File: config.mk
export PLATFORM = sky130hd
export DESIGN_NAME = dls_front_flat
export DESIGN_NICKNAME = d
export VERILOG_FILES = /design/src/dls_pkg.sv /design/src/dls_if.sv /design/src/dls_front.sv /design/src/flat_wrapper.sv
export SDC_FILE = /design/constraint.sdc
export NUM_CORES = 1
export LEC_CHECK = 0
export ABC_CLOCK_PERIOD_IN_PS = 6500
export BUFFER_PORTS_ARGS = -buffer_cell sky130_fd_sc_hd__buf_2
export CAP_MARGIN = 10
export CORE_ASPECT_RATIO = 1.25
export CORE_UTILIZATION = 40
export CTS_CLUSTER_SIZE = 28
export DETAILED_ROUTE_END_ITERATION = 12
export GPL_TIMING_DRIVEN = 0
export PLACE_DENSITY = 0.71
export SYNTH_ARGS = -nofsm -noshare
export SYNTH_HDL_FRONTEND = slang
export SYNTH_SLANG_ARGS = --single-unit
File: constraint.sdc
create_clock -name clk_i -period 6.5 [get_ports clk_i]
set_input_delay 1.3 -clock clk_i [delete_from_list [all_inputs] [get_ports clk_i]]
set_output_delay 1.3 -clock clk_i [all_outputs]
set_load 0.02 [all_outputs]
File: src/dls_pkg.sv
// ----------------------------------------------------------------------------
// dls_pkg: shared types and constants
// Fixed sizes, field codes and the command word passed from front to back.
// ----------------------------------------------------------------------------
`default_nettype none
package dls_pkg;
  localparam int unsigned NODES   = 16;
  localparam int unsigned INPUTS  = 64;
  localparam int unsigned DW      = 16;
  localparam int unsigned NODE_W  = 4;
  localparam int unsigned POS_W   = 6;
  localparam int unsigned SUM_W   = 48;
  localparam int unsigned CNT_W   = 7;
  localparam int unsigned FRAC_W  = 12;
  localparam int unsigned QUO_W   = 15;
  localparam int unsigned S_W     = SUM_W + 1;
  localparam int unsigned WADDR_W = NODE_W + POS_W;

  localparam logic [CNT_W-1:0] CNT_MAX = 7'd127;

  // input kind codes
  localparam logic [1:0] KIND_SAMPLE = 2'd0;
  localparam logic [1:0] KIND_WEIGHT = 2'd1;
  localparam logic [1:0] KIND_BIAS   = 2'd2;

  // configuration register indexes
  localparam logic CFG_NODES  = 1'b0;
  localparam logic CFG_INPUTS = 1'b1;

  typedef enum logic [1:0] {
    OP_SAMPLE,
    OP_WEIGHT,
    OP_BIAS
  } op_e;

  typedef struct packed {
    op_e                op;
    logic [NODE_W-1:0]  node;
    logic [POS_W-1:0]   pos;
    logic [DW-1:0]      value;
    logic               acc;
    logic               last;
    logic               mismatch;
    logic [NODE_W-1:0]  last_node;
  } cmd_t;
endpackage
`default_nettype wire

File: src/dls_if.sv
// ----------------------------------------------------------------------------
// dls_in_if / dls_out_if: request channels
// Valid/ready channels for input requests and node results.
// ----------------------------------------------------------------------------
`default_nettype none
interface dls_in_if;
  logic        valid;
  logic        ready;
  logic [1:0]  kind;
  logic [3:0]  node_index;
  logic [5:0]  input_index;
  logic signed [15:0] value;
  logic        last;
  modport source (output valid, kind, node_index, input_index, value, last, input ready);
  modport sink   (input valid, kind, node_index, input_index, value, last, output ready);
endinterface

`default_nettype wire

File: src/dls_front.sv
// ----------------------------------------------------------------------------
// dls_front: request intake
// Holds configuration and the sample count, turns requests into commands.
// ----------------------------------------------------------------------------
`default_nettype none
module dls_front
  import dls_pkg::*;
(
  input  wire logic        clk_i,
  input  wire logic        rst_ni,
  input  wire logic        cfg_we_i,
  input  wire logic        cfg_idx_i,
  input  wire logic [6:0]  cfg_data_i,
  dls_in_if.sink           in_i,
  output cmd_t             cmd_o,
  output logic             push_o,
  input  wire logic        full_i
);
  logic [4:0]       nodes_q;
  logic [CNT_W-1:0] inputs_q;
  logic [CNT_W-1:0] cnt_q, cnt_d, cnt_inc;
  logic             accept;
  logic [4:0]       used;

  assign in_i.ready = !full_i;
  assign accept     = in_i.valid && in_i.ready;
  assign push_o     = accept && (in_i.kind != 2'd3);

  // saturating sample count
  assign cnt_inc = (cnt_q == CNT_MAX) ? CNT_MAX : cnt_q + 7'd1;

  // clamp node count to 1..NODES
  always_comb begin
    used = nodes_q;
    if (nodes_q == 5'd0) used = 5'd1;
    else if (nodes_q > 5'(NODES)) used = 5'(NODES);
  end

  // command build
  always_comb begin
    cmd_o.node      = in_i.node_index;
    cmd_o.pos       = in_i.input_index;
    cmd_o.value     = in_i.value;
    cmd_o.acc       = cnt_q < 7'(INPUTS);
    cmd_o.last      = in_i.last;
    cmd_o.mismatch  = (cnt_inc != inputs_q) || (cnt_inc > 7'(INPUTS));
    cmd_o.last_node = NODE_W'(used - 5'd1);
    case (in_i.kind)
      KIND_WEIGHT: cmd_o.op = OP_WEIGHT;
      KIND_BIAS:   cmd_o.op = OP_BIAS;
      default: begin
        cmd_o.op  = OP_SAMPLE;
        cmd_o.pos = cnt_q[POS_W-1:0];
      end
    endcase
  end

  always_comb begin
    cnt_d = cnt_q;
    if (accept && in_i.kind == KIND_SAMPLE) cnt_d = in_i.last ? '0 : cnt_inc;
  end

  always_ff @(posedge clk_i or negedge rst_ni) begin
    if (!rst_ni) begin
      nodes_q  <= 5'd16;
      inputs_q <= 7'd64;
      cnt_q    <= '0;
    end else begin
      cnt_q <= cnt_d;
      if (cfg_we_i) begin
        if (cfg_idx_i == CFG_NODES) nodes_q <= cfg_data_i[4:0];
        else inputs_q <= cfg_data_i;
      end
    end
  end
endmodule
`default_nettype wire

File: src/flat_wrapper.sv
// flat-port wrapper written by rule: the top's interface ports become plain ports
module dls_front_flat import dls_pkg::*;
  (clk_i, rst_ni, cfg_we_i, cfg_idx_i, cfg_data_i, cmd_o, push_o, full_i, in_i_valid, in_i_kind, in_i_node_index, in_i_input_index, in_i_value, in_i_last, in_i_ready);
  dls_in_if in_i_i ();
  input  wire logic clk_i;
  input  wire logic rst_ni;
  input  wire logic cfg_we_i;
  input  wire logic cfg_idx_i;
  input  wire logic [6:0] cfg_data_i;
  output cmd_t cmd_o;
  output logic push_o;
  input  wire logic full_i;
  input wire logic [$bits(in_i_i.valid)-1:0] in_i_valid;
  input wire logic [$bits(in_i_i.kind)-1:0] in_i_kind;
  input wire logic [$bits(in_i_i.node_index)-1:0] in_i_node_index;
  input wire logic [$bits(in_i_i.input_index)-1:0] in_i_input_index;
  input wire logic [$bits(in_i_i.value)-1:0] in_i_value;
  input wire logic [$bits(in_i_i.last)-1:0] in_i_last;
  output wire logic [$bits(in_i_i.ready)-1:0] in_i_ready;
  assign in_i_i.valid = in_i_valid;
  assign in_i_i.kind = in_i_kind;
  assign in_i_i.node_index = in_i_node_index;
  assign in_i_i.input_index = in_i_input_index;
  assign in_i_i.value = in_i_value;
  assign in_i_i.last = in_i_last;
  assign in_i_ready = in_i_i.ready;
  dls_front u_core (.clk_i(clk_i), .rst_ni(rst_ni), .cfg_we_i(cfg_we_i), .cfg_idx_i(cfg_idx_i), .cfg_data_i(cfg_data_i), .in_i(in_i_i), .cmd_o(cmd_o), .push_o(push_o), .full_i(full_i));
endmodule
* After elaboration in Yosys (flattened, before gate mapping)
Cells that the tools add are included.
** Word-level totals
- Flip-flop bits (word level) :: 19
** Operators by class
- Magnitude comparators :: 3
- Bitwise gates (word level) :: 1
- Reductions and logical operators :: 10
- Eq/ne operators :: 5
- $add $sub $neg :: 2
- Mux-type cells :: 6
** Operators with widths (number)
- $mux 7 :: 2
- $mux 4 :: 2
- $add 7x1->7 const B :: 1
- $eq 7x7->1 const B :: 1
- $gt 7x7->1 const B :: 1
- $lt 7x7->1 const B :: 1
- $ne 7x7->1 :: 1
- $mux 6 :: 1
- $gt 5x5->1 const B :: 1
- $logic_not 5->1 :: 1
- $pmux 2 s2 :: 1
- $reduce_and 2->1 :: 2
- $sub 4x1->4 const B :: 1
- $logic_and 1x1->1 :: 3
- $eq 2x1->1 const B :: 1
- $eq 2x2->1 const B :: 1
- $logic_not 2->1 :: 1
- $ne 2x2->1 const B :: 1
- $reduce_or 2->1 :: 1
- $logic_not 1->1 :: 1
- $logic_or 1x1->1 :: 1
- $not 1->1 :: 1

* Depth between registers and ports, before layout
- Word-level depth :: 4
- Gate-level depth with buffers :: 7
- Mapped depth without buffers :: 6

* Least setup slack after synthesis
Ideal clock, no wire load.
- Path kind :: input-to-output
- Start :: input port in_i_kind[0]
- End :: output port cmd_o[23] (netlist bit)
- Cell stages on the path :: 4
- Arrival :: 2.231 ns
- Slack :: 2.969 ns
- Path through :: inv_1 ha_1 clkbuf_1 mux2_2
** RTL lines
- start, declared :: line flat_wrapper.sv:14 : input wire logic [$bits(in_i_i.kind)-1:0] in_i_kind;
- end, declared :: line flat_wrapper.sv:10 : output cmd_t cmd_o;

==> flow_summary.json <==
{
  "status": "complete, no violations",
  "synthesis.area_um2": 1645,
  "cts_buffer_depth": 2,
  "ios": 79,
  "synth_edf_count": 0,
  "grt-ovfl-total": 0,
  "ant_nets": 0,
  "peakVddDrop_uv": 142.4,
  "cts.sinks": 19,
  "dp_cells": 291,
  "crit_path_max_incr_delay_ns": 0.38,
  "path_cells": "buf_2, inv_1, ha_1, clkbuf_1, mux2_2, buf_2",
  "worstSetupPathType": "in -> out",
  "nFillCells": 369,
  "diodes": 0,
  "hold_path_class": "reg -> reg",
  "grt_pass1_wl_um": 5720,
  "slew_headroom_pct": 68.77,
  "async_flop_share_pct": 100.0,
  "wirelength_um": 3674,
  "numCtsBuffers": 3,
  "tns_ns": 0,
  "synth_fp_nets": 227,
  "rsz0062_at_grt": "no",
  "tightest_slew_ns": 0.4684,
  "clk_pin_slew_ns": 0.07,
  "setup.worst_path.start_class": "input port",
  "vias": 1522,
  "h-tree-depth": 1,
  "clock-root-buffer": "clkbuf_8",
  "die_w_um": 59.37,
  "fp.dieH_um": 73.71,
  "grt_max_degree": 20,
  "synth-main-ff-cell": "dfrtp_1",
  "track_usage_pct": 17.21,
  "syn_to_final_growth_pct": 24.49,
  "port_buffers": 58,
  "netlist_instances": 179,
  "dieArea_um2": 4376,
  "synth_seq_area_share_pct": 29.05,
  "initial_core_util_pct": 42.76,
  "ys_ff_latch": 19,
  "setup_viol": 0,
  "hpwlAfterDp_um": 2773,
  "antenna_found_initial": 0,
  "synth_top_area_cell": "dfrtp_1",
  "crit_slowest_cell": "mux2_2",
  "skew_ns": 0.004112,
  "drc": 0,
  "mostFrequentLayoutCell": "buf_2",
  "p_per_area_nw_per_um2": 189.2,
  "seq_area_um2": 478.0,
  "cp_top_family": "buffers and inverters",
  "synth_top_area_share_pct": 25.86,
  "cts-resized-gates": 0,
  "via_per_inst": 5.159,
  "period_needed_ns": 3.824,
  "p_leak_nw": 1.009,
  "synth.distinct_cells": 47,
  "drt_iter0_drc": 36,
  "drive_gt1_share_pct": 48.13,
  "multi_input_area_um2": 929.6,
  "arrival_ns": 2.52,
  "slew_viol_final": 0,
  "drt_first_pass_iters": 4,
  "finalNetCount": 290,
  "fin_crit_sh_pct": 58.83,
  "required_ns": 5.20,
  "fin_cells": 295,
  "post-cts-setup-buffers": 0,
  "synthTopCellsByArea": "dfrtp_1 26%, mux2_2 12%, buf_4 9.6%",
  "worst-path-buf-inv": 4,
  "cts_hold_buf": 0,
  "core-area_um2": 3847,
  "grt_pass1_vias": 1335,
  "hold_viol_final": 0,
  "syn_avg_cell_area_um2": 9.192,
  "ys_warn_count": 0,
  "final_cell_mix": "65 x buf_2, 21 x buf_4, 18 x mux2_2",
  "tritoncts": "done",
  "critical_path.max_fanout": 6,
  "rows": 25,
  "place_congestion": 0.8271,
  "clk_latency_ns": 0.26,
  "timing.fmax_mhz": 261.5,
  "wire_per_inst_um": 12.45,
  "cp-end-kind": "primary output",
  "cpMostUsedCell": "buf_2",
  "maxCapViolCount": 0
}
==> area by class of cell <==
class | count | share of cell area (%)
Multi-Input combinational cell | 122 | 45.39
Sequential cell | 19 | 23.34
Timing Repair Buffer | 58 | 14.17
Buffer | 31 | 10.32
Tap cell | 54 | 3.299
Clock buffer | 4 | 2.199
Inverter | 7 | 1.283
==> metrics by stage <==
step	power, mW	area, um2	hold slack (ns)	worst slack [ns]	utilization [%]
3_3_place_gp	0.3022	2003	0.5252	2.663	52.07
6_report	0.3876	2048	0.5430	2.676	53.24
5_1_grt	0.4124	2048	0.5637	2.528	53.24
2_1_floorplan	0.2613	1645	0.5047	2.969	-
4_1_cts	0.3906	2048	0.5464	2.652	53.24
3_5_place_dp	0.3066	2003	0.5301	2.662	52.07
==> layer usage <==
metal,global-route usage (%),routed length [um]
met1,20.94,1573
met2,30.46,1782
met3,2.641,275
met4,5.556,42
met5,0,0
==> sequential cells by signal, summed over array words and instances, names as in the netlist <==
signal           count
u_core.nodes_q       5
u_core.cnt_q         7
u_core.inputs_q      7
==> where the power goes <==
group	internal, mW	total, mW	switching [mW]
Clock	0.0436	0.0833	0.0397
Combinational	0.0720	0.151	0.0792
Sequential	0.135	0.153	0.0184
Total	0.250	0.388	0.137
==> cells by family (layout without fill, tap and decap cells) <==
family,after synthesis,in the layout,synth area share (%)
compound gates,41,41,17.41
flops,19,19,29.05
xor+xnor,6,6,4.030
simple gates,47,47,15.74
mux,22,22,14.75
fa+ha+maj,6,6,4.563
buf+inv,38,100,14.45
==> synthesized netlist by cell type, drive strengths merged, types with 2 or more instances <==
cell,n
nand2,9
o2bb2ai,2
o22a,3
o31ai,3
dfstp,2
nand4,2
a31o,2
xnor2,4
nand2b,4
o21bai,2
inv,7
and3,4
o21ai,6
nand3,7
mux2,18
ha,6
dfrtp,17
nor3,3
buf,29
nor2b,2
a21oi,11
or3,3
a31oi,3
clkbuf,2
nor2,7
mux2i,4
o211ai,2
==> path summary, 6_finish.rpt <==
| check | startpoint | end | slack, ns | cells after the start |
|---|---|---|---|---|
| min in group asynchronous | rst_ni | u_core.inputs_q[4] | 0.98 | 1 |
| worst max-delay path | in_i_kind[0] | cmd_o[28] | 2.68 | 6 |
| worst min-delay path | u_core.nodes_q[0] | u_core.nodes_q[0] | 0.54 | 1 |
| max in group asynchronous | rst_ni | u_core.nodes_q[4] | 5.19 | 1 |
| worst max register to register | u_core.cnt_q[1] | u_core.cnt_q[3] | 4.75 | 7 |
| worst min register to register | u_core.nodes_q[0] | u_core.nodes_q[0] | 0.54 | 1 |
==> worst register-to-register path, delay by kind of cell (launching register included) <==
kind | cells | cell delay (ns)
simple gates | 4 | 0.59
flops | 1 | 0.53
compound gates | 1 | 0.15
buf+inv | 1 | 0.21
fa+ha+maj | 1 | 0.21
(Power assumes the default switching activity.)
