## config.mk

```make
export PLATFORM = sky130hd
export DESIGN_NAME = dls_fifo
export DESIGN_NICKNAME = d
export VERILOG_FILES = /design/src/dls_pkg.sv /design/src/dls_fifo.sv
export SDC_FILE = /design/constraint.sdc
export NUM_CORES = 1
export LEC_CHECK = 0
export ABC_CLOCK_PERIOD_IN_PS = 3250
export BUFFER_PORTS_ARGS = -buffer_cell sky130_fd_sc_hd__buf_2
export CORE_MARGIN = 2
export CORE_UTILIZATION = 44
export DETAILED_ROUTE_END_ITERATION = 6
export HOLD_SLACK_MARGIN = 0.03
export PLACE_DENSITY_LB_ADDON = 0.2
export SLEW_MARGIN = 20
export SYNTH_ARGS = -nofsm -noshare
export SYNTH_HDL_FRONTEND = slang
export SYNTH_SLANG_ARGS = --single-unit
```

## constraint.sdc

```tcl
create_clock -name clk_i -period 3.25 [get_ports clk_i]
set_input_delay 0.65 -clock clk_i [delete_from_list [all_inputs] [get_ports clk_i]]
set_output_delay 0.65 -clock clk_i [all_outputs]
set_load 0.03 [all_outputs]
```

## src/dls_pkg.sv

```systemverilog
// ----------------------------------------------------------------------------
// dls_pkg: shared types and constants
// Fixed sizes, field codes and the command word passed from front to back.
// ----------------------------------------------------------------------------
`default_nettype none
package dls_pkg;
  localparam int unsigned NODES   = 16;
  localparam int unsigned INPUTS  = 64;
  localparam int unsigned DW      = 16;
  localparam int unsigned NODE_W  = 4;
  localparam int unsigned POS_W   = 6;
  localparam int unsigned SUM_W   = 48;
  localparam int unsigned CNT_W   = 7;
  localparam int unsigned FRAC_W  = 12;
  localparam int unsigned QUO_W   = 15;
  localparam int unsigned S_W     = SUM_W + 1;
  localparam int unsigned WADDR_W = NODE_W + POS_W;

  localparam logic [CNT_W-1:0] CNT_MAX = 7'd127;

  // input kind codes
  localparam logic [1:0] KIND_SAMPLE = 2'd0;
  localparam logic [1:0] KIND_WEIGHT = 2'd1;
  localparam logic [1:0] KIND_BIAS   = 2'd2;

  // configuration register indexes
  localparam logic CFG_NODES  = 1'b0;
  localparam logic CFG_INPUTS = 1'b1;

  typedef enum logic [1:0] {
    OP_SAMPLE,
    OP_WEIGHT,
    OP_BIAS
  } op_e;

  typedef struct packed {
    op_e                op;
    logic [NODE_W-1:0]  node;
    logic [POS_W-1:0]   pos;
    logic [DW-1:0]      value;
    logic               acc;
    logic               last;
    logic               mismatch;
    logic [NODE_W-1:0]  last_node;
  } cmd_t;
endpackage
`default_nettype wire

```

## src/dls_fifo.sv

```systemverilog
// ----------------------------------------------------------------------------
// dls_fifo: command queue
// Two-entry queue between intake and execution.
// ----------------------------------------------------------------------------
`default_nettype none
module dls_fifo
  import dls_pkg::*;
(
  input  wire logic clk_i,
  input  wire logic rst_ni,
  input  wire logic push_i,
  input  cmd_t      data_i,
  output logic      full_o,
  input  wire logic pop_i,
  output logic      valid_o,
  output cmd_t      data_o
);
  cmd_t       mem_q [2];
  logic       wp_q, rp_q;
  logic [1:0] cnt_q;

  assign full_o  = cnt_q == 2'd2;
  assign valid_o = cnt_q != 2'd0;
  assign data_o  = mem_q[rp_q];

  always_ff @(posedge clk_i) begin
    if (push_i) mem_q[wp_q] <= data_i;
  end

  always_ff @(posedge clk_i or negedge rst_ni) begin
    if (!rst_ni) begin
      wp_q  <= 1'b0;
      rp_q  <= 1'b0;
      cnt_q <= '0;
    end else begin
      if (push_i) wp_q <= !wp_q;
      if (pop_i) rp_q <= !rp_q;
      cnt_q <= cnt_q + 2'(push_i) - 2'(pop_i);
    end
  end
endmodule
`default_nettype wire

```

* After elaboration in Yosys (flattened, before gate mapping)
Memory sizes are Yosys's and may differ from the RTL's. Cells that the tools add are included.
Operators by class: $add $sub $neg 2, reductions and logical operators 3, equality and inequality tests 1, multiplexer cells 2
Operators by type and width (number):
- adder 2 x 1 -> 2 bit | 1
- equality test 2 bit, second input constant | 1
- logical NOT 1 bit | 2
- 2-to-1 mux 1 bit | 2
- nonzero test 2 bit | 1
- subtractor 2 x 1 -> 2 bit | 1
Storage, ports and cells: output and inout bits 37, memories kept 1, word-level logic and storage cells 12, flip-flop bits (word level) 4, memory bits (writable) 70
Memories:
- mem_q | words 2, bits a word 35, rd ports 1, clocked after memory_dff 0, write ports 1, RTL line dls_fifo.sv:18 | cmd_t mem_q [2];

* Depth between registers and ports, before layout
Gate-level depths: netlist (run 1).
word-level depth 2, gate-level depth with buffers 5, gate-level depth less buffers 5

* Least setup slack after synthesis (run 1)
OpenSTA, ideal clock, no wires.
path type input-to-reg, from input push_i, to memory mem_q[0][0] (netlist name), enable pin, stages on the path 1, arrival 2226 ps, path buffers 0, slack 593 ps, library setup time 431 ps, cell sequence nor2b_1
On the way: word-level cells in the longest chain between the ends 2
RTL lines:
- start, declared | RTL line dls_fifo.sv:11 | input wire logic push_i,
- 2-to-1 mux 1 bit | RTL line dls_fifo.sv:27 | if (push_i) mem_q[wp_q] <= data_i;
- 2-to-1 mux 1 bit (implied by the code) | RTL line dls_fifo.sv:27
- end, declared | RTL line dls_fifo.sv:18
Every way passes these cells.

==> results of run 1 <==
==> stage by stage <==
stage               utilization, %  instance area, um2  total power [W]  setup slack [ns]  hold slack [ns]
floorplan                        -                2875         0.002403            0.5929           0.3544
global placement             52.18                3313         0.002610             1.159           0.4578
detailed placement           52.18                3313         0.002649             1.112           0.4651
CTS                          54.54                3463         0.003209            0.7467           0.1042
global route                 54.54                3463         0.003317            0.6954           0.1054
finish                       54.54                3463         0.003163            0.7818           0.1177
==> path summary, 6_finish.rpt <==
| check | endpoint | slack (ns) | cells after the start |
|---|---|---|---|
| max | data_o[0] | 0.78 | 3 |
| min | cnt_q[1] | 0.12 | 1 |
| max reg2reg | mem_q[1][11] | 1.71 | 1 |
| min reg2reg | wp_q | 0.54 | 1 |
| max in group asynchronous | rp_q | 3.00 | 1 |
| min in group clk_i | mem_q[0][25] | 0.50 | 1 |
==> layer usage <==
layer	up-vias	routed length, um	track usage, %
li1	648	-	-
met2	46	2288	22.62
met1	657	1765	14.98
met5	-	0	0
met4	0	99	7.359
met3	11	250	3.113
==> cell usage in the layout, fill, tap and decap left out, types with 2 or more instances in the layout <==
cell      count
mux2_4       29
clkinv_1      2
mux2_2        6
edfxtp_1     70
clkbuf_8      9
clkinv_2      3
inv_1         2
buf_2        75
ha_1          2
dfrtp_1       3
xor2_1        2
==> critical path: cells and delay by family, from the launching register on <==
kind                   cells  cell delay (ns)
buffers and inverters      2             0.44
DFF                        1             0.67
muxes                      1             0.37
==> cells by family (layout without fill, tap and decap cells) <==
group / after synthesis / after routing / share of synthesized area (%)
xor gates and xnor gates: 3 / 3 / 1.436
buffers and inverters: 6 / 94 / 2.742
and+or+nand+nor: 4 / 4 / 0.8705
DFF: 74 / 74 / 76.59
muxes: 35 / 35 / 17.49
adders and majority gates: 2 / 2 / 0.8702
==> flip-flops by register name, indices dropped and copies added (netlist names) <==
name	count
rp_q	1
wp_q	1
mem_q	70
cnt_q	2
==> power by group <==
part	switching, W	total [W]	internal (W)
sequential	0.000105	0.00138	0.00127
clock	0.000297	0.000560	0.000264
combinational	0.000714	0.00123	0.000511
total	0.00112	0.00316	0.00205
==> area by class of cell <==
class                   count  area [um2]
clock buffers              10       127.6
clock inverters             5       22.52
fillers                   497        2887
inverters                   2       7.507
multi-input cells          44       603.1
flip-flops and latches     74        2203
well taps                  77       96.34
repair buffers             77       402.9
==> results.py, run 1 <==
metrics = {
    "outcome": {
        "status": "finished clean",
    },
    "global_routing": {
        "grt_overflow": 0,
        "first_global_vias": 1495,
        "grt_pass1_wl_um": 7024,
        "grt_max_degree": 36,
        "grtUsageTotal_pct": 13.10,
        "antenna_found_initial": 0,
    },
    "placement": {
        "place_inst": 274,
        "gp_congestion": 0.6815,
        "port_buffers": 75,
        "hpwl_um": 2959,
    },
    "setup_path": {
        "endpoint_kind": "output port",
        "worst-path-max-fanout": 21,
        "timing.rr.start": "wp_q",
        "startpoint_type": "register",
        "cp.required_ns": 2.60,
        "cp.arrival_ns": 1.82,
        "cp_cell_sequence": "buf_12 > mux2_2 > buf_2",
        "worstSetupPathType": "reg2out",
        "crit_start": "rp_q",
        "critPathMaxStageDelay_ns": 0.67,
        "slowest_stage": "dfrtp_2",
    },
    "synth": {
        "synth_area_leaders": "edfxtp_1, mux2_4, dfrtp_1",
        "syn_area_per_cell_um2": 23.19,
        "synth.cell_area_um2": 2875,
        "yosysWarnings": 0,
        "synthArstFlopShare_pct": 5.405,
        "ys_seq_area_share_pct": 76.59,
        "synth_edf_count": 70,
        "synth.net_count": 165,
        "synth_top_flop_cell": "edfxtp_1",
        "yosysTopAreaCellShare_pct": 73.11,
        "yosysMostFrequentCell": "edfxtp_1",
        "ys_ff_latch": 74,
        "postSynthCellCount": 124,
        "synthTopCellsByCount": "edfxtp_1, mux2_4, mux2_2",
        "yosysUniqueCellTypes": 13,
        "synth_top_cell_by_area": "edfxtp_1",
    },
    "pwr": {
        "p_per_area_nw_per_um2": 913.4,
        "ir_worst_vdd_mv": 0.5979,
        "p_leak_nw": 1.420,
    },
    "timing": {
        "fmax_ghz": 0.4051,
        "worst_pin_slew_ns": 0.8539,
        "fin_crit_sh_pct": 75.95,
        "rsz0062_at_grt": "false",
        "fin_skew_ns": 0.004221,
        "setup_viol": 0,
        "hold_viol": 0,
        "drv_slew": 0,
        "fin_crit_ns": 2.468,
        "slew_headroom_pct": 43.07,
        "final.setup.tns_ns": 0,
    },
    "route": {
        "ant_nets": 0,
        "viasPerCell": 4.713,
        "vias": 1362,
        "drc": 0,
        "wire_per_inst_um": 15.24,
        "firstDrtPassIters": 4,
        "totalWireLength_um": 4403,
        "drtIter0Drc": 95,
    },
    "clock_network": {
        "path_clk_slew_ns": 0.07,
        "cts_tree": "built",
        "ctsHoldBuffers": 0,
        "clkLatencyLatePin_ns": 0.33,
        "cts_buffer_depth": 2,
        "clock_sinks": 74,
        "h-tree-depth": 3,
        "cts_setup_buffers": 0,
        "cts_buffers": 9,
        "post_cts_resized": 0,
        "ctsRootBufferMaster": "clkbuf_8",
    },
    "floorplan": {
        "dieArea_um2": 7197,
        "fp-row-count": 29,
        "core_um2": 6350,
        "ioPinCount": 76,
        "initial_core_util_pct": 45.28,
        "die_w_um": 84.84,
        "die_y_um": 84.84,
    },
    "min_path": {
        "hp-class": "in2async",
    },
    "finish": {
        "antenna_cells": 0,
        "nets": 249,
        "drive_above_1_share_pct": 60.38,
        "area_growth_syn_to_layout_pct": 20.45,
        "final_cells": 289,
    },
    "run": {
        "drv_cap": 0,
    },
}
Power figures use the tool's default switching activity.
==> run 2, diff against run 1 <==
--- a/config.mk
+++ b/config.mk
@@ -5,7 +5,7 @@
 export SDC_FILE = /design/constraint.sdc
 export NUM_CORES = 1
 export LEC_CHECK = 0
-export ABC_CLOCK_PERIOD_IN_PS = 3250
+export ABC_CLOCK_PERIOD_IN_PS = 2600
 export BUFFER_PORTS_ARGS = -buffer_cell sky130_fd_sc_hd__buf_2
 export CORE_MARGIN = 2
 export CORE_UTILIZATION = 44
==> constraint.sdc (replaced) <==
create_clock -name clk_i -period 2.6 [get_ports clk_i]
set_input_delay 0.52 -clock clk_i [delete_from_list [all_inputs] [get_ports clk_i]]
set_output_delay 0.52 -clock clk_i [all_outputs]
set_load 0.03 [all_outputs]
==> run 2 against run 1 <==
Net effect:
- cell area rose by 2.8%
- first-iteration DRC count decreased by 33%
- die area unchanged
- clock power rose by 65%
- register-to-register slack lost 0.50 ns
- critical path type unchanged
==> results.py, run 2 (same netlist as run 1, synthesis figures left out) <==
metrics = {
    "clock_network": {
        "cts_tree": "built",
        "clock_sinks": 74,
        "ctsRootBufferMaster": "clkbuf_8",
        "cts_setup_buffers": 0,
        "clkLatencyLatePin_ns": 0.33,
        "path_clk_slew_ns": 0.07,
        "cts_buffer_depth": 2,
        "h-tree-depth": 3,
        "cts_buffers": 9,
    },
    "route": {
        "wire_per_inst_um": 15.45,
        "vias": 1372,
        "drc": 0,
        "drtIter0Drc": 64,
        "totalWireLength_um": 4528,
        "viasPerCell": 4.683,
        "firstDrtPassIters": 4,
        "ant_nets": 0,
    },
    "timing": {
        "final.setup.tns_ns": 0,
        "fin_skew_ns": 0.004198,
        "setup_viol": 0,
        "drv_slew": 0,
        "hold_viol": 0,
        "slew_headroom_pct": 71.44,
        "worst_pin_slew_ns": 0.4275,
        "fmax_ghz": 0.4762,
        "fin_crit_sh_pct": 80.77,
        "fin_crit_ns": 2.100,
        "rsz0062_at_grt": "false",
    },
    "pwr": {
        "ir_worst_vdd_mv": 0.6311,
        "p_per_area_nw_per_um2": 1178,
        "p_leak_nw": 1.459,
    },
    "global_routing": {
        "grt_pass1_wl_um": 7127,
        "grtUsageTotal_pct": 13.42,
        "first_global_vias": 1522,
        "grt_max_degree": 24,
        "antenna_found_initial": 0,
        "grt_overflow": 0,
    },
    "floorplan": {
        "initial_core_util_pct": 45.28,
        "die_y_um": 84.84,
        "core_um2": 6350,
        "fp-row-count": 29,
        "ioPinCount": 76,
        "dieArea_um2": 7197,
        "die_w_um": 84.84,
    },
    "finish": {
        "drive_above_1_share_pct": 61.11,
        "nets": 252,
        "reg.largest.list": "mem_q: 70 flops, cnt_q: 2 flops",
        "top_register": "mem_q",
        "layout_commonest_cell": "buf_2",
        "area_growth_syn_to_layout_pct": 23.80,
        "post-route-util_pct": 56.06,
        "largest_reg_flops": 70,
        "antenna_cells": 0,
        "layout_common_cells": "buf_2, edfxtp_1, mux2_4",
    },
    "setup_path": {
        "cp_cell_sequence": "buf_4 > mux2_2 > buf_2",
        "critPathBufInv": 2,
        "critPathMaxStageDelay_ns": 0.37,
        "timing.rr.start": "cnt_q[0]",
        "crit_family": "buffers and inverters",
        "worstSetupPathType": "reg2out",
        "worst-path-max-fanout": 21,
        "cp.required_ns": 2.08,
        "worst_r2r_endpoint": "cnt_q[1]",
        "startpoint_type": "register",
        "ff2ff_path_depth": 5,
        "slowest_stage": "mux2_2",
        "rrSetupSlack_ns": 1.21,
        "endpoint_kind": "output port",
        "cp.arrival_ns": 1.58,
    },
    "placement": {
        "port_buffers": 75,
        "gp_congestion": 0.7435,
    },
    "run": {
        "drv_cap": 0,
    },
    "outcome": {
        "status": "finished clean",
    },
    "min_path": {
        "min_to": "mem_q[1][31]",
        "whs_path_depth": 1,
        "hp-class": "in2reg",
        "min_from": "data_i[31]",
    },
}
==> run 2: cell types whose count changed in the layout (fill, tap and decap cells not counted) <==
cell | previous run | this run
buf_4 | 1 | 2
dlygate4sd3_1 | 0 | 1
bufinv_16 | 0 | 2
clkinv_1 | 2 | 1
buf_12 | 1 | 2
clkinv_2 | 3 | 2
clkinvlp_4 | 0 | 1
==> run 2: worst max path at each step <==
stage	start	cells after the start	to	slack, ns
finish	rp_q	3	data_o[0]	0.50
global route	rp_q	3	data_o[0]	0.41
CTS	rp_q	3	data_o[0]	0.46
detailed placement	rp_q	3	data_o[0]	0.84
global placement	rp_q	3	data_o[0]	0.84
floorplan	push_i	1	mem_q[0][0]	0.07
==> run 2: layout make-up <==
cell class	instances	area, um2
clock buffer	10	127.6
clock inverter	6	81.33
fill	503	2790
inverter	2	7.507
multi-input combinational	44	603.1
sequential	74	2203
tap	77	96.34
timing repair buffer	80	440.4
==> run 2: what timing repair did <==
action,in CTS,in global routing
hold endpoints to repair,4,0
hold buffers,1,0
resized for setup,0,0
==> run 2: stage by stage <==
step | total power [W] | worst slack, ns | cell area [um2] | instances | hold slack (ns)
2_1_floorplan | 0.003003 | 0.07289 | 2875 | 124 | 0.2244
3_3_place_gp | 0.003282 | 0.8439 | 3341 | 276 | 0.3294
3_5_place_dp | 0.003326 | 0.8358 | 3341 | 276 | 0.3325
4_1_cts | 0.004254 | 0.4565 | 3560 | 293 | 0.3503
5_1_grt | 0.004388 | 0.4147 | 3560 | 293 | 0.3529
6_report | 0.004193 | 0.5001 | 3560 | 293 | 0.3718
==> run 2: report_power, final <==
group | switching, W | internal, W
Clock | 0.000392 | 0.000534
Sequential | 0.0000715 | 0.00159
Combinational | 0.000952 | 0.000657
==> run 2: routing by layer <==
metal	wire length, um	track usage, %
met1	1679	14.18
met2	2488	23.77
met3	260	3.891
met4	99	7.792
met5	0	0
==> run 3, diff against run 2 <==
--- a/config.mk
+++ b/config.mk
@@ -5,7 +5,7 @@
 export SDC_FILE = /design/constraint.sdc
 export NUM_CORES = 1
 export LEC_CHECK = 0
-export ABC_CLOCK_PERIOD_IN_PS = 2600
+export ABC_CLOCK_PERIOD_IN_PS = 1800
 export BUFFER_PORTS_ARGS = -buffer_cell sky130_fd_sc_hd__buf_2
 export CORE_MARGIN = 2
 export CORE_UTILIZATION = 44
==> constraint.sdc (replaced) <==
create_clock -name clk_i -period 1.8 [get_ports clk_i]
set_input_delay 0.36 -clock clk_i [delete_from_list [all_inputs] [get_ports clk_i]]
set_output_delay 0.36 -clock clk_i [all_outputs]
set_load 0.03 [all_outputs]
==> run 3 against run 2 <==
Net effect:
- first-iteration DRC count decreased by 13%
- via count grew 2.4%
- combinational power grew 78%
- global-route usage increased by 0.20 points
- die area stayed put
- sequential cell count is the same
- non-clock buffer count rose by 2
- cell count is 0.34% higher
- register-to-register slack got worse by 0.78 ns
- clock power up 25%
- total power up 54%
- largest cell class unchanged
==> results.py, run 3 (same netlist as run 1, synthesis figures left out) <==
metrics = {
    "global_routing": {
        "grt_overflow": 0,
        "grt_pass1_wl_um": 7231,
        "antenna_found_initial": 0,
        "first_global_vias": 1513,
        "grt_max_degree": 24,
        "grtUsageTotal_pct": 13.62,
    },
    "clock_network": {
        "cts_buffers": 9,
        "clkLatencyLatePin_ns": 0.32,
        "ctsRootBufferMaster": "clkbuf_8",
        "path_clk_slew_ns": 0.07,
        "cts_tree": "built",
        "cts_buffer_depth": 2,
        "clock_sinks": 74,
        "h-tree-depth": 3,
    },
    "pwr": {
        "p_total_w": 0.006446,
        "combinationalPowerShare_pct": 44.5,
        "switchingPower_w": 0.002118,
        "p_per_area_nw_per_um2": 1706,
        "switching_share_pct": 32.86,
        "power_frac_seq_pct": 37.5,
        "p_leak_nw": 1.557,
        "clkPwrFrac_pct": 18.0,
        "p_int_w": 0.004328,
        "ir_worst_vdd_mv": 1.074,
    },
    "timing": {
        "slew_headroom_pct": 78.23,
        "final.setup.tns_ns": 0,
        "hold_viol": 0,
        "fin_crit_sh_pct": 98.57,
        "fin_crit_ns": 1.774,
        "drv_slew": 0,
        "fmax_ghz": 0.5636,
        "rsz0062_at_grt": "true",
        "fin_skew_ns": 0.003095,
        "setup_viol": 0,
        "worst_pin_slew_ns": 0.3265,
    },
    "finish": {
        "nets": 254,
        "layout_common_cells": "edfxtp_1, buf_2, mux2_4",
        "drive_above_1_share_pct": 60.83,
        "fillers": 464,
        "register_area_um2": 2203,
        "area_growth_syn_to_layout_pct": 31.42,
        "multi_input_area_um2": 625.6,
        "top_register": "mem_q",
        "final_cells": 294,
        "layout_commonest_cell": "edfxtp_1",
        "final_area_um2": 3779,
        "reg.largest.list": "mem_q: 70 flops, cnt_q: 2 flops",
        "largest_reg_flops": 70,
        "antenna_cells": 0,
    },
    "floorplan": {
        "ioPinCount": 76,
        "initial_core_util_pct": 45.28,
        "fp-row-count": 29,
        "dieArea_um2": 7197,
        "core_um2": 6350,
        "die_w_um": 84.84,
        "die_y_um": 84.84,
    },
    "setup_path": {
        "endpoint_kind": "output port",
        "cp.required_ns": 1.44,
        "startpoint_type": "register",
        "worstSetupPathType": "reg2out",
        "crit_start": "rp_q",
        "timing.rr.start": "cnt_q[0]",
        "worst-path-max-fanout": 20,
        "cp.arrival_ns": 1.41,
    },
    "placement": {
        "gp_congestion": 0.6934,
        "place_inst": 278,
        "place_area_um2": 3356,
        "port_buffers": 75,
        "hpwl_um": 3174,
    },
    "route": {
        "ant_nets": 0,
        "totalWireLength_um": 4640,
        "drc": 0,
        "firstDrtPassIters": 4,
        "drtIter0Drc": 56,
        "wire_per_inst_um": 15.78,
        "vias": 1405,
        "viasPerCell": 4.779,
    },
    "min_path": {
        "hp-class": "in2reg",
        "min_from": "data_i[27]",
    },
    "outcome": {
        "status": "finished clean",
    },
    "run": {
        "drv_cap": 0,
    },
}
## run 3: repair_timing
| action | CTS | global route |
|---|---|---|
| hold endpoints to repair | 4 | 0 |
| resized for setup | 53 | 30 |
| hold buffers | 1 | 0 |
| endpoints found under the setup margin | 27 | 35 |
| setup buffers | 0 | 0 |
## run 3: worst paths after layout
check                           cells past startpoint            to  slack [ns]
worst max-delay path                                3     data_o[6]        0.03
worst min-delay path                                1  mem_q[1][27]        0.22
worst max register to register                      5      cnt_q[1]        0.43
worst min register to register                      1          wp_q        0.56
max in group asynchronous                           2          rp_q        1.29
min in group asynchronous                           2      cnt_q[0]        0.37
## run 3: critical path, cell delays in order, from the launching register on
cell	delay, ns
dfrtp_2	0.41
buf_12	0.20
mux2_4	0.33
buf_6	0.14
## run 3: cell type report
| class | instances | share of cell area [%] |
|---|---|---|
| Clock buffer | 11 | 3.477 |
| Timing Repair Buffer | 82 | 17.75 |
| Multi-Input combinational cell | 44 | 16.56 |
| Tap cell | 77 | 2.550 |
| Inverter | 2 | 0.1987 |
| Clock inverter | 4 | 1.159 |
| Sequential cell | 74 | 58.31 |
## run 3: per-layer routing
| layer | vias up | wire, um | track usage (%) |
|---|---|---|---|
| met5 | - | 0 | 0 |
| met3 | 8 | 226 | 3.891 |
| met4 | 0 | 87 | 6.926 |
| li1 | 658 | - | - |
| met1 | 697 | 1791 | 15.63 |
| met2 | 42 | 2535 | 23.34 |
## run 3: power by group through the flow
stage / sequential (W) / combinational [W] / clock (W)
2_1_floorplan: 0.00241 / 0.00193 / 0
3_3_place_gp: 0.00243 / 0.00235 / 0
3_5_place_dp: 0.00246 / 0.00240 / 0
4_1_cts: 0.00242 / 0.00276 / 0.00120
5_1_grt: 0.00245 / 0.00302 / 0.00127
6_report: 0.00242 / 0.00287 / 0.00116
## run 3: through the flow
| stage | util [%] | hold slack (ns) | worst slack, ns |
|---|---|---|---|
| 6_report | 59.51 | 0.2176 | 0.02576 |
| 2_1_floorplan | - | 0.06441 | 0.05861 |
| 4_1_cts | 58.36 | 0.1982 | -0.005001 |
| 3_5_place_dp | 52.85 | 0.1749 | 0.3203 |
| 5_1_grt | 59.51 | 0.1967 | -0.02692 |
| 3_3_place_gp | 52.85 | 0.1687 | 0.3495 |
